**config.mk**
```make
export PLATFORM = sky130hd
export DESIGN_NAME = radix_prefixed_number_parser_core_flat
export DESIGN_NICKNAME = d
export VERILOG_FILES = /design/src/rpnp_pkg.sv /design/src/rpnp_ifs.sv /design/src/rpnp_decode.sv /design/src/rpnp_accum.sv /design/src/radix_prefixed_number_parser_core.sv /design/src/flat_wrapper.sv
export SDC_FILE = /design/constraint.sdc
export NUM_CORES = 1
export LEC_CHECK = 0
export BUFFER_PORTS_ARGS = -buffer_cell sky130_fd_sc_hd__buf_4
export CAP_MARGIN = 20
export CELL_PAD_IN_SITES_DETAIL_PLACEMENT = 1
export CELL_PAD_IN_SITES_GLOBAL_PLACEMENT = 1
export CORE_AREA = 2 2 122 124
export CTS_CLUSTER_DIAMETER = 30
export CTS_CLUSTER_SIZE = 14
export DETAILED_ROUTE_END_ITERATION = 7
export DIE_AREA = 0 0 124 126
export MAX_ROUTING_LAYER = met4
export PLACE_DENSITY = 0.82
export SLEW_MARGIN = 10
export SYNTH_ARGS = -nofsm -noshare
export SYNTH_HDL_FRONTEND = slang
export SYNTH_SLANG_ARGS = --single-unit
export TNS_END_PERCENT = 100
```
**constraint.sdc**
```tcl
create_clock -name clk -period 12.5 [get_ports clk]
set_clock_uncertainty 0.05 [all_clocks]
set_input_delay 0.625 -clock clk [delete_from_list [all_inputs] [get_ports clk]]
set_output_delay 0.625 -clock clk [all_outputs]
set_load 0.05 [all_outputs]
```
**src/rpnp_pkg.sv**
```systemverilog
// ----------------------------------------------------------------------------
// rpnp_pkg
// Shared types and constants for the radix-prefixed number parser.
// ----------------------------------------------------------------------------
package rpnp_pkg;

  localparam int CHAR_BITS = 8;
  localparam int OUT_BITS  = 32;

  typedef enum logic [2:0] {
    ST_OK        = 3'd0,
    ST_EMPTY     = 3'd1,
    ST_NO_RADIX  = 3'd2,
    ST_BAD_DIGIT = 3'd3,
    ST_RANGE     = 3'd4
  } status_t;

  typedef enum logic [1:0] {
    RADIX_2  = 2'd0,
    RADIX_8  = 2'd1,
    RADIX_10 = 2'd2,
    RADIX_16 = 2'd3
  } radix_t;

  // Classification of one character.
  typedef struct packed {
    logic       is_term;
    logic       is_prefix;
    radix_t     prefix_radix;
    logic       is_dec;
    logic       is_digit;
    logic [3:0] digit;
  } char_class_t;

  typedef struct packed {
    logic [OUT_BITS-1:0] value;
    status_t             status;
  } result_t;

endpackage

```
**src/rpnp_ifs.sv**
```systemverilog
// ----------------------------------------------------------------------------
// rpnp_ifs
// Valid/ready channels of the parser: character input and result output.
// ----------------------------------------------------------------------------
interface rpnp_char_if import rpnp_pkg::*; ();
  logic                 valid;
  logic                 ready;
  logic [CHAR_BITS-1:0] char_code;

  modport source (output valid, output char_code, input ready);
  modport sink   (input valid, input char_code, output ready);
endinterface

interface rpnp_result_if import rpnp_pkg::*; ();
  logic                valid;
  logic                ready;
  logic [OUT_BITS-1:0] value;
  status_t             status;

  modport source (output valid, output value, output status, input ready);
  modport sink   (input valid, input value, input status, output ready);
endinterface

```
**src/rpnp_decode.sv**
```systemverilog
// ----------------------------------------------------------------------------
// rpnp_decode
// Classifies one character: terminator, radix prefix, decimal or hex digit.
// ----------------------------------------------------------------------------
module rpnp_decode import rpnp_pkg::*; (
  input  logic [CHAR_BITS-1:0] char_code,
  output char_class_t          cls
);

  localparam logic [CHAR_BITS-1:0] CH_NUL = 8'h00;
  localparam logic [CHAR_BITS-1:0] CH_0   = 8'h30;
  localparam logic [CHAR_BITS-1:0] CH_9   = 8'h39;
  localparam logic [CHAR_BITS-1:0] CH_UA  = 8'h41;
  localparam logic [CHAR_BITS-1:0] CH_UB  = 8'h42;
  localparam logic [CHAR_BITS-1:0] CH_UF  = 8'h46;
  localparam logic [CHAR_BITS-1:0] CH_UH  = 8'h48;
  localparam logic [CHAR_BITS-1:0] CH_UQ  = 8'h51;
  localparam logic [CHAR_BITS-1:0] CH_LA  = 8'h61;
  localparam logic [CHAR_BITS-1:0] CH_LB  = 8'h62;
  localparam logic [CHAR_BITS-1:0] CH_LF  = 8'h66;
  localparam logic [CHAR_BITS-1:0] CH_LH  = 8'h68;
  localparam logic [CHAR_BITS-1:0] CH_LQ  = 8'h71;
  localparam logic [CHAR_BITS-1:0] TEN    = 8'd10;

  logic is_lower_hex;
  logic is_upper_hex;

  always_comb begin
    cls              = '0;
    cls.is_term      = (char_code == CH_NUL);
    cls.is_dec       = (char_code >= CH_0) && (char_code <= CH_9);
    is_lower_hex     = (char_code >= CH_LA) && (char_code <= CH_LF);
    is_upper_hex     = (char_code >= CH_UA) && (char_code <= CH_UF);
    cls.is_digit     = cls.is_dec || is_lower_hex || is_upper_hex;
    cls.prefix_radix = RADIX_2;

    if (cls.is_dec) begin
      cls.digit = 4'(char_code - CH_0);
    end else if (is_lower_hex) begin
      cls.digit = 4'(char_code - CH_LA + TEN);
    end else if (is_upper_hex) begin
      cls.digit = 4'(char_code - CH_UA + TEN);
    end else begin
      cls.digit = 4'd0;
    end

    if (char_code == CH_LB || char_code == CH_UB) begin
      cls.is_prefix    = 1'b1;
      cls.prefix_radix = RADIX_2;
    end else if (char_code == CH_LQ || char_code == CH_UQ) begin
      cls.is_prefix    = 1'b1;
      cls.prefix_radix = RADIX_8;
    end else if (char_code == CH_LH || char_code == CH_UH) begin
      cls.is_prefix    = 1'b1;
      cls.prefix_radix = RADIX_16;
    end else begin
      cls.is_prefix    = 1'b0;
    end
  end

endmodule

```
**src/rpnp_accum.sv**
```systemverilog
// ----------------------------------------------------------------------------
// rpnp_accum
// Parser state: radix selection, shift-add accumulator and sticky error.
// ----------------------------------------------------------------------------
module rpnp_accum import rpnp_pkg::*; #(
  parameter int VALUE_BITS = 32
) (
  input  logic        clk,
  input  logic        rst,
  input  logic        step,
  input  char_class_t cls,
  output result_t     res
);

  localparam int WIDE_BITS = VALUE_BITS + 4;

  logic                  at_start;
  radix_t                radix_sel;
  logic [VALUE_BITS-1:0] accumulator;
  status_t               error_code;

  logic [WIDE_BITS-1:0]  wide_acc;
  logic [WIDE_BITS-1:0]  scaled;
  logic [WIDE_BITS-1:0]  sum;
  logic                  digit_fits;
  logic                  overflow;

  // acc * radix is done with shifts; four guard bits catch any overflow
  // from both the multiply and the digit add.
  always_comb begin
    wide_acc = {4'b0, accumulator};
    case (radix_sel)
      RADIX_2: begin
        scaled     = wide_acc << 1;
        digit_fits = (cls.digit[3:1] == 3'd0);
      end
      RADIX_8: begin
        scaled     = wide_acc << 3;
        digit_fits = !cls.digit[3];
      end
      RADIX_10: begin
        scaled     = (wide_acc << 3) + (wide_acc << 1);
        digit_fits = (cls.digit <= 4'd9);
      end
      RADIX_16: begin
        scaled     = wide_acc << 4;
        digit_fits = 1'b1;
      end
      default: begin
        scaled     = '0;
        digit_fits = 1'b0;
      end
    endcase
    sum      = scaled + {{VALUE_BITS{1'b0}}, cls.digit};
    overflow = |sum[WIDE_BITS-1:VALUE_BITS];
  end

  always_comb begin
    res.status = at_start ? ST_EMPTY : error_code;
    res.value  = (res.status == ST_OK) ? OUT_BITS'(accumulator) : '0;
  end

  always_ff @(posedge clk) begin
    if (rst) begin
      at_start    <= 1'b1;
      radix_sel   <= RADIX_2;
      accumulator <= '0;
      error_code  <= ST_OK;
    end else if (step) begin
      if (cls.is_term) begin
        at_start    <= 1'b1;
        radix_sel   <= RADIX_2;
        accumulator <= '0;
        error_code  <= ST_OK;
      end else if (at_start) begin
        at_start <= 1'b0;
        if (cls.is_prefix) begin
          radix_sel <= cls.prefix_radix;
        end else if (cls.is_dec) begin
          // The accumulator is zero here, so the first digit just loads.
          radix_sel   <= RADIX_10;
          accumulator <= VALUE_BITS'(cls.digit);
        end else begin
          error_code <= ST_NO_RADIX;
        end
      end else if (error_code == ST_OK) begin
        if (!cls.is_digit || !digit_fits) begin
          error_code <= ST_BAD_DIGIT;
        end else if (overflow) begin
          error_code <= ST_RANGE;
        end else begin
          accumulator <= sum[VALUE_BITS-1:0];
        end
      end
    end
  end

  a_term_clears: assert property (@(posedge clk) disable iff (rst)
    step && cls.is_term |=> at_start && error_code == ST_OK && accumulator == '0)
    else $error("state not cleared after terminator");

  a_error_sticks: assert property (@(posedge clk) disable iff (rst)
    step && !cls.is_term && !at_start && error_code != ST_OK
    |=> error_code == $past(error_code) && accumulator == $past(accumulator))
    else $error("sticky error or accumulator changed after error");

  a_first_char: assert property (@(posedge clk) disable iff (rst)
    step && !cls.is_term && at_start |=> !at_start)
    else $error("first character did not leave start state");

  a_no_empty_code: assert property (@(posedge clk) disable iff (rst)
    error_code != ST_EMPTY)
    else $error("empty-string status held as sticky error");

endmodule

```
**src/radix_prefixed_number_parser_core.sv**
```systemverilog
// ----------------------------------------------------------------------------
// radix_prefixed_number_parser_core
// Parses a zero-terminated ASCII string into an unsigned value with status.
// ----------------------------------------------------------------------------
// The block takes one character per cycle on char_in while no zero byte waits
// for a held result, and gives one result transaction on result_out for each
// zero byte. A leading b/B, q/Q or h/H selects binary, octal or hex; a leading
// decimal digit selects decimal. Each character goes through an input register,
// is decoded and folded into the shift-add accumulator, and a terminator's
// result is loaded into the output register, from which it is offered. The
// output register decouples the two sides: a held result stalls only a later
// zero byte, while ordinary characters keep flowing. Status: 0 ok, 1 empty
// string, 2 undefined radix, 3 digit not allowed, 4 range over; value is zero
// unless status is ok.
module radix_prefixed_number_parser_core import rpnp_pkg::*; #(
  parameter int VALUE_BITS = 32
) (
  input  logic                 clk,
  input  logic                 rst,
  rpnp_char_if.sink            char_in,
  rpnp_result_if.source        result_out
);

  logic                 s1_valid;
  logic [CHAR_BITS-1:0] s1_char;
  logic                 s1_adv;
  char_class_t          s1_cls;
  result_t              step_res;

  logic                 out_valid;
  result_t              out_res;

  rpnp_decode u_decode (
    .char_code (s1_char),
    .cls       (s1_cls)
  );

  rpnp_accum #(
    .VALUE_BITS (VALUE_BITS)
  ) u_accum (
    .clk  (clk),
    .rst  (rst),
    .step (s1_adv),
    .cls  (s1_cls),
    .res  (step_res)
  );

  // Only a terminator needs the output register to be free.
  assign s1_adv        = s1_valid && (!s1_cls.is_term || !out_valid || result_out.ready);
  assign char_in.ready = !s1_valid || s1_adv;

  always_ff @(posedge clk) begin
    if (rst) begin
      s1_valid  <= 1'b0;
      out_valid <= 1'b0;
    end else begin
      if (char_in.ready) begin
        s1_valid <= char_in.valid;
      end
      if (s1_adv && s1_cls.is_term) begin
        out_valid <= 1'b1;
      end else if (result_out.ready) begin
        out_valid <= 1'b0;
      end
    end
  end

  always_ff @(posedge clk) begin
    if (char_in.valid && char_in.ready) begin
      s1_char <= char_in.char_code;
    end
    if (s1_adv && s1_cls.is_term) begin
      out_res <= step_res;
    end
  end

  assign result_out.valid  = out_valid;
  assign result_out.value  = out_res.value;
  assign result_out.status = out_res.status;

endmodule
```
**src/flat_wrapper.sv**
```systemverilog
// flat-port wrapper written by rule: the top's interface ports become plain ports
module radix_prefixed_number_parser_core_flat import rpnp_pkg::*;
#(
  parameter int VALUE_BITS = 32
)
  (clk, rst, char_in_valid, char_in_char_code, char_in_ready, result_out_valid, result_out_value, result_out_status, result_out_ready);
  rpnp_char_if char_in_i ();
  rpnp_result_if result_out_i ();
  input  logic clk;
  input  logic rst;
  input wire logic [$bits(char_in_i.valid)-1:0] char_in_valid;
  input wire logic [$bits(char_in_i.char_code)-1:0] char_in_char_code;
  output wire logic [$bits(char_in_i.ready)-1:0] char_in_ready;
  output wire logic [$bits(result_out_i.valid)-1:0] result_out_valid;
  output wire logic [$bits(result_out_i.value)-1:0] result_out_value;
  output wire logic [$bits(result_out_i.status)-1:0] result_out_status;
  input wire logic [$bits(result_out_i.ready)-1:0] result_out_ready;
  assign char_in_i.valid = char_in_valid;
  assign char_in_i.char_code = char_in_char_code;
  assign char_in_ready = char_in_i.ready;
  assign result_out_valid = result_out_i.valid;
  assign result_out_value = result_out_i.value;
  assign result_out_status = result_out_i.status;
  assign result_out_i.ready = result_out_ready;
  radix_prefixed_number_parser_core #(.VALUE_BITS(VALUE_BITS)) u_core (.clk(clk), .rst(rst), .char_in(char_in_i), .result_out(result_out_i));
endmodule
```
# Word-level counts from Yosys, hierarchy flattened
# Index checks and enable logic that the tools add are counted.
[op_classes]
add_sub_neg = 7
n_lt_le_gt_ge = 7
n_eq_ne = 14
n_mux = 31
reduce_logical = 35
[op_table]
columns = ["operator", "n"]
rows = [
  ["$mux W32", 7],
  ["$pmux W36 S4", 1],
  ["$eq A8 B7 Y1 const B", 6],
  ["$add A35 B33 Y36", 1],
  ["$add A36 B4 Y36", 1],
  ["$mux W3", 10],
  ["$ge A8 B7 Y1 const B", 2],
  ["$le A8 B7 Y1 const B", 2],
  ["$mux W4", 3],
  ["$ne A3 B2 Y1 const B", 4],
  ["$sub A4 B1 Y4 const B", 3],
  ["$mux W2", 5],
  ["$logic_not A3 Y1", 3],
  ["$logic_or A1 B1 Y1", 9],
  ["$add A4 B4 Y4 const B", 2],
  ["$ge A8 B6 Y1 const B", 1],
  ["$le A8 B6 Y1 const B", 1],
  ["$logic_not A8 Y1", 1],
  ["$logic_and A1 B1 Y1", 6],
  ["$logic_not A1 Y1", 6],
  ["$reduce_and A6 Y1", 1],
  ["$reduce_bool A3 Y1", 2],
  ["$reduce_and A5 Y1", 1],
  ["$eq A2 B2 Y1 const B", 2],
  ["other kinds (10)", 14],
]
[word_totals]
regBits = 83
inputBits = 12
out_inout_bits = 37
elab_cells = 103

# Depth between registers and ports, before layout
[logic_depth]
word_depth = 13
mapped_depth = 20
ltp_nobuf = 19

# By module
# Synthesis repeated with hierarchy kept, for this count alone.
[unflattened]
hier_cells = 880
area_unflattened_um2 = 7354.6
[by_module_without_submodules]
columns = ["module", "n_inst", "cells_per_inst", "area_each_um2", "seq_area_each_um2"]
rows = [
  ["rpnp_accum", 1, 788, 5680.4, 760.7],
  ["radix_prefixed_number_parser_core", 1, 55, 1395.1, 1331.3],
  ["rpnp_decode", 1, 37, 279.0, 0.0],
]

# Worst setup path before layout
# Ideal clock, no wire load.
[synth_timing]
path_type = "reg2reg"
from = "reg u_core.s1_char[1]"
to = "reg u_core.u_accum.accumulator[0]"
setup_time_ns = 0.123
arrival_ns = 4.669
required_ns = 12.327
setup_slack_ns = 7.658
path_stages_with_launch = 20
n_path_buf = 0
period_less_slack_ns = 4.842
cell_sequence = "edfxtp_1 -> inv_1 -> ha_1 -> o21bai_1 -> a2111oi_1 -> o21ai_0 -> o21ai_0 -> inv_1 -> fa_1 -> nor2b_1 -> o21ai_0 -> nor2b_1 -> nor3b_1 -> nand3_1 -> nor4_2 -> and4_1 -> o211ai_1 -> a211oi_2 -> o21a_2 -> mux2_1"
[synth_via]
elab_chain_len = 11
elab_cells_between_ends = 58
classes_between = "6 x add/sub; 7 x order compare; 10 x eq/ne; 14 x mux; 21 x reduce/logical"
[synth_lines]
columns = ["element", "line_no", "source"]
rows = [
  ["from (decl)", "radix_prefixed_number_parser_core.sv:25", "logic [CHAR_BITS-1:0] s1_char;"],
  ["from (signal assigned)", "radix_prefixed_number_parser_core.sv:70", "s1_char <= char_in.char_code;"],
  ["parallel branches: the longest is 11 deep, another holds $add A36 B4 Y36", "--", ""],
  ["to (signal assigned)", "rpnp_accum.sv:82", "accumulator <= VALUE_BITS'(cls.digit);"],
  ["to (signal assigned)", "rpnp_accum.sv:92", "accumulator <= sum[VALUE_BITS-1:0];"],
  ["to (decl)", "rpnp_accum.sv:19", "logic [VALUE_BITS-1:0] accumulator;"],
]
# Several ways; the timed one is not identified. The select of a mux whose other input is x is not followed.
# A chain may end at the register's enable or synchronous reset.

# Worst setup path in the final report
# Ends and elaborated chain as after synthesis.

==> impl_metrics.yaml <==
outcome:
  outcome: "finished clean"
logic_synthesis:
  synth_cells: 866
  ys_ff_latch: 83
  yosys-top-cells-area: "edfxtp_1, dfxtp_1, ha_1"
  synth-main-ff-cell: "edfxtp_1"
  synth_mux_area_frac: 0.0511
  netlist_area_um2: 7170
  synth_compound_area_frac: 0.246
  synth_edf_count: 43
  yosysUniqueCellTypes: 84
  syn-mean-instance-area_um2: 8.28
  synth_top_area_share: 0.180
  synth_xor_area_frac: 0.0525
  yosys.area.top_type: "edfxtp_1"
  ys_seq_area_frac: 0.292
  synth_top_family_by_area: "compound AO/OA/AOI/OAI gates"
  synth_async_sr_flop_share: 0
  synthSimpleGateAreaFrac: 0.228
  yosys_warnings: 0
  synth_fa_ha_area_frac: 0.0732
  syn-num-nets: 918
floorplanning:
  rows: 44
  ios: 49
  die_area_um2: 15600
  fp.dieH_um: 126
  start_util: 0.501
  die_w_um: 124
  design.core.area_um2: 14300
critical_path:
  path_class: "flip-flop to flip-flop"
  endpoint_kind: "flip-flop"
  rr_startpoint: "u_core.s1_char[1]"
  crit_required_ns: 12.68
  critPathLaunch: "u_core.s1_char[1]"
  rr_worst_depth: 19
  timing.rr.end: "u_core.u_accum.accumulator[0]"
  reg2reg_slack_ns: 6.38
  worstPathMaxFanout: 32
  startpoint_type: "flip-flop"
  crit_arrival_ns: 6.30
  crit_end: "u_core.u_accum.accumulator[0]"
global_route:
  grt_max_degree: 58
  grt_pass1_wl_um: 38800
  antenna_found_initial: 0
  first_global_vias: 7153
  grt_use_total: 0.327
  overflow: 0
clock_tree:
  clockBufferDepth: 2
  h-tree-depth: 3
  clock_sinks: 83
  cts_setup_buffers: 0
  path_clk_slew_ns: 0.06
  cts_made_buffers: 9
  clk_root_buffer_cell: "clkbuf_16"
  clock_latency_ns: 0.35
  cts_resized: 0
  cts_tree: "yes"
  cts-hold-fix-buffers: 0
timing:
  setup_tns_ns: 0
  worst_pin_slew_ns: 0.888
  fin_crit_sh: 0.490
  finalCriticalPeriod_ns: 6.12
  slew_headroom: 0.407
  setup_violations: 0
  rsz0062_at_grt: "no"
  maxSlewViolCount: 0
  hold_violations: 0
  fmax_ghz: 0.163
  layout_setup_ws_ns: 6.38
detailed_routing:
  drc: 0
  ant_nets: 0
  via_count: 7024
  drt_wl_total_um: 24000
  firstDrtPassIters: 5
  wl_per_cell_um: 22.5
  vias_per_cell: 6.56
  drt_first_iter_violations: 679
pwr:
  power_leakage_nw: 2.74
  ir_drop_mv: 0.0670
  power_w: 0.000607
  p_per_area_nw_per_um2: 76.8
layout:
  final_area_um2: 7910
  final_common_cell: "nand2_1"
  final_cell_mix: "nand2_1, nor2_1, a21oi_1"
  fin_nets: 933
  antenna_cells: 0
  fin_util: 0.552
  drive_gt1_frac: 0.122
  area_growth_pct: 10.2
placed_design:
  dpl_cell_area_um2: 7590
  hpwl_um: 17500
  place_congestion: 0.915
  dp_slack_ns: 6.07
  numPortBuffers: 48
worst_hold_path:
  hp-class: "primary input to flip-flop"
job:
  max_cap_violations: 0
## logic make-up after synthesis
family | count (synthesis)
AND/OR/NAND/NOR | 312
AO/OA/AOI/OAI | 256
buffers and inverters | 101
flip-flops | 83
XOR/XNOR | 43
adder cells (fa/ha/maj) | 41
multiplexers | 30
## worst min-delay path by stage
stage,start,to,slack [ns],depth (start not counted)
after floorplan,u_core.u_accum.error_code[0],u_core.u_accum.error_code[0],0.41,1
after detailed placement,u_core.u_accum.error_code[0],u_core.u_accum.error_code[0],0.45,1
after global placement,u_core.u_accum.error_code[0],u_core.u_accum.error_code[0],0.43,1
final,char_in_char_code[7],u_core.s1_char[7],0.40,1
after CTS,char_in_char_code[7],u_core.s1_char[7],0.39,1
after global routing,char_in_char_code[1],u_core.s1_char[1],0.39,1
## registers in the layout (all words and copies together) (netlist names)
signal and flops:
u_core.u_accum.accumulator 32, u_core.s1_valid 1, u_core.result_out.valid 1, u_core.result_out.value 32
u_core.u_accum.error_code 3, u_core.u_accum.at_start 1, u_core.u_accum.radix_sel 2, u_core.s1_char 8
u_core.result_out.status 3
## power breakdown
part           internal, W  switching (W)   total, W
combinational    0.0000106      0.0000213  0.0000319
clock             0.000173       0.000110   0.000283
sequential        0.000288     0.00000416   0.000292
total             0.000472       0.000136   0.000607
## cells in the mapped netlist (11+ instances only)
master    number
a21o_1        14
a21oi_1       63
a31oi_1       11
and2_1        11
buf_2         17
clkbuf_1      23
dfxtp_1       40
edfxtp_1      43
ha_1          38
inv_1         50
mux2i_1       22
nand2_1       69
nand2b_1      12
nand3_1       31
nor2_1        64
nor3_1        22
nor4_1        31
o21ai_0       59
o32ai_1       29
xnor2_1       24
xor2_1        19
## per-layer routing
| metal | up-vias | GRT usage | part of all wire | wire (µm) |
|---|---|---|---|---|
| met5 | - | - | 0 | 0 |
| met4 | 0 | 0.100 | 0.034 | 818 |
| met3 | 67 | 0.0530 | 0.044 | 1060 |
| met2 | 210 | 0.530 | 0.49 | 11700 |
| met1 | 3468 | 0.417 | 0.44 | 10500 |
| li1 | 3279 | - | - | - |
## worst max-delay path, cell delays in order (launching register included)
cell,delay (ns)
edfxtp_1,0.46
inv_1,0.13
ha_1,0.22
o21bai_1,0.11
a2111oi_2,0.75
o21ai_0,0.14
o21ai_0,0.23
inv_1,0.14
fa_1,0.48
nor2b_1,0.12
o21ai_0,0.13
nor2b_1,0.27
nor3b_1,0.42
nand3_1,0.15
nor4_2,0.46
and4_1,0.28
o211ai_1,0.09
a211oi_2,0.35
o21a_2,0.63
mux2_1,0.37
## layout make-up
type	instances	area, µm²
Timing Repair Buffer	55	413
Sequential cell	83	2090
Multi-Input combinational cell	682	4670
Clock inverter	6	80.1
Clock buffer	10	229
Inverter	50	188
Tap cell	184	230
Fill cell	1714	6410
## stage by stage
step                hold slack (ns)  std cells
floorplan                     0.411        866
global placement              0.428       1054
detailed placement            0.445       1054
CTS                           0.393       1070
global route                  0.389       1070
finish                        0.402       1070
Note: power is estimated with default switching activity, not from simulation.
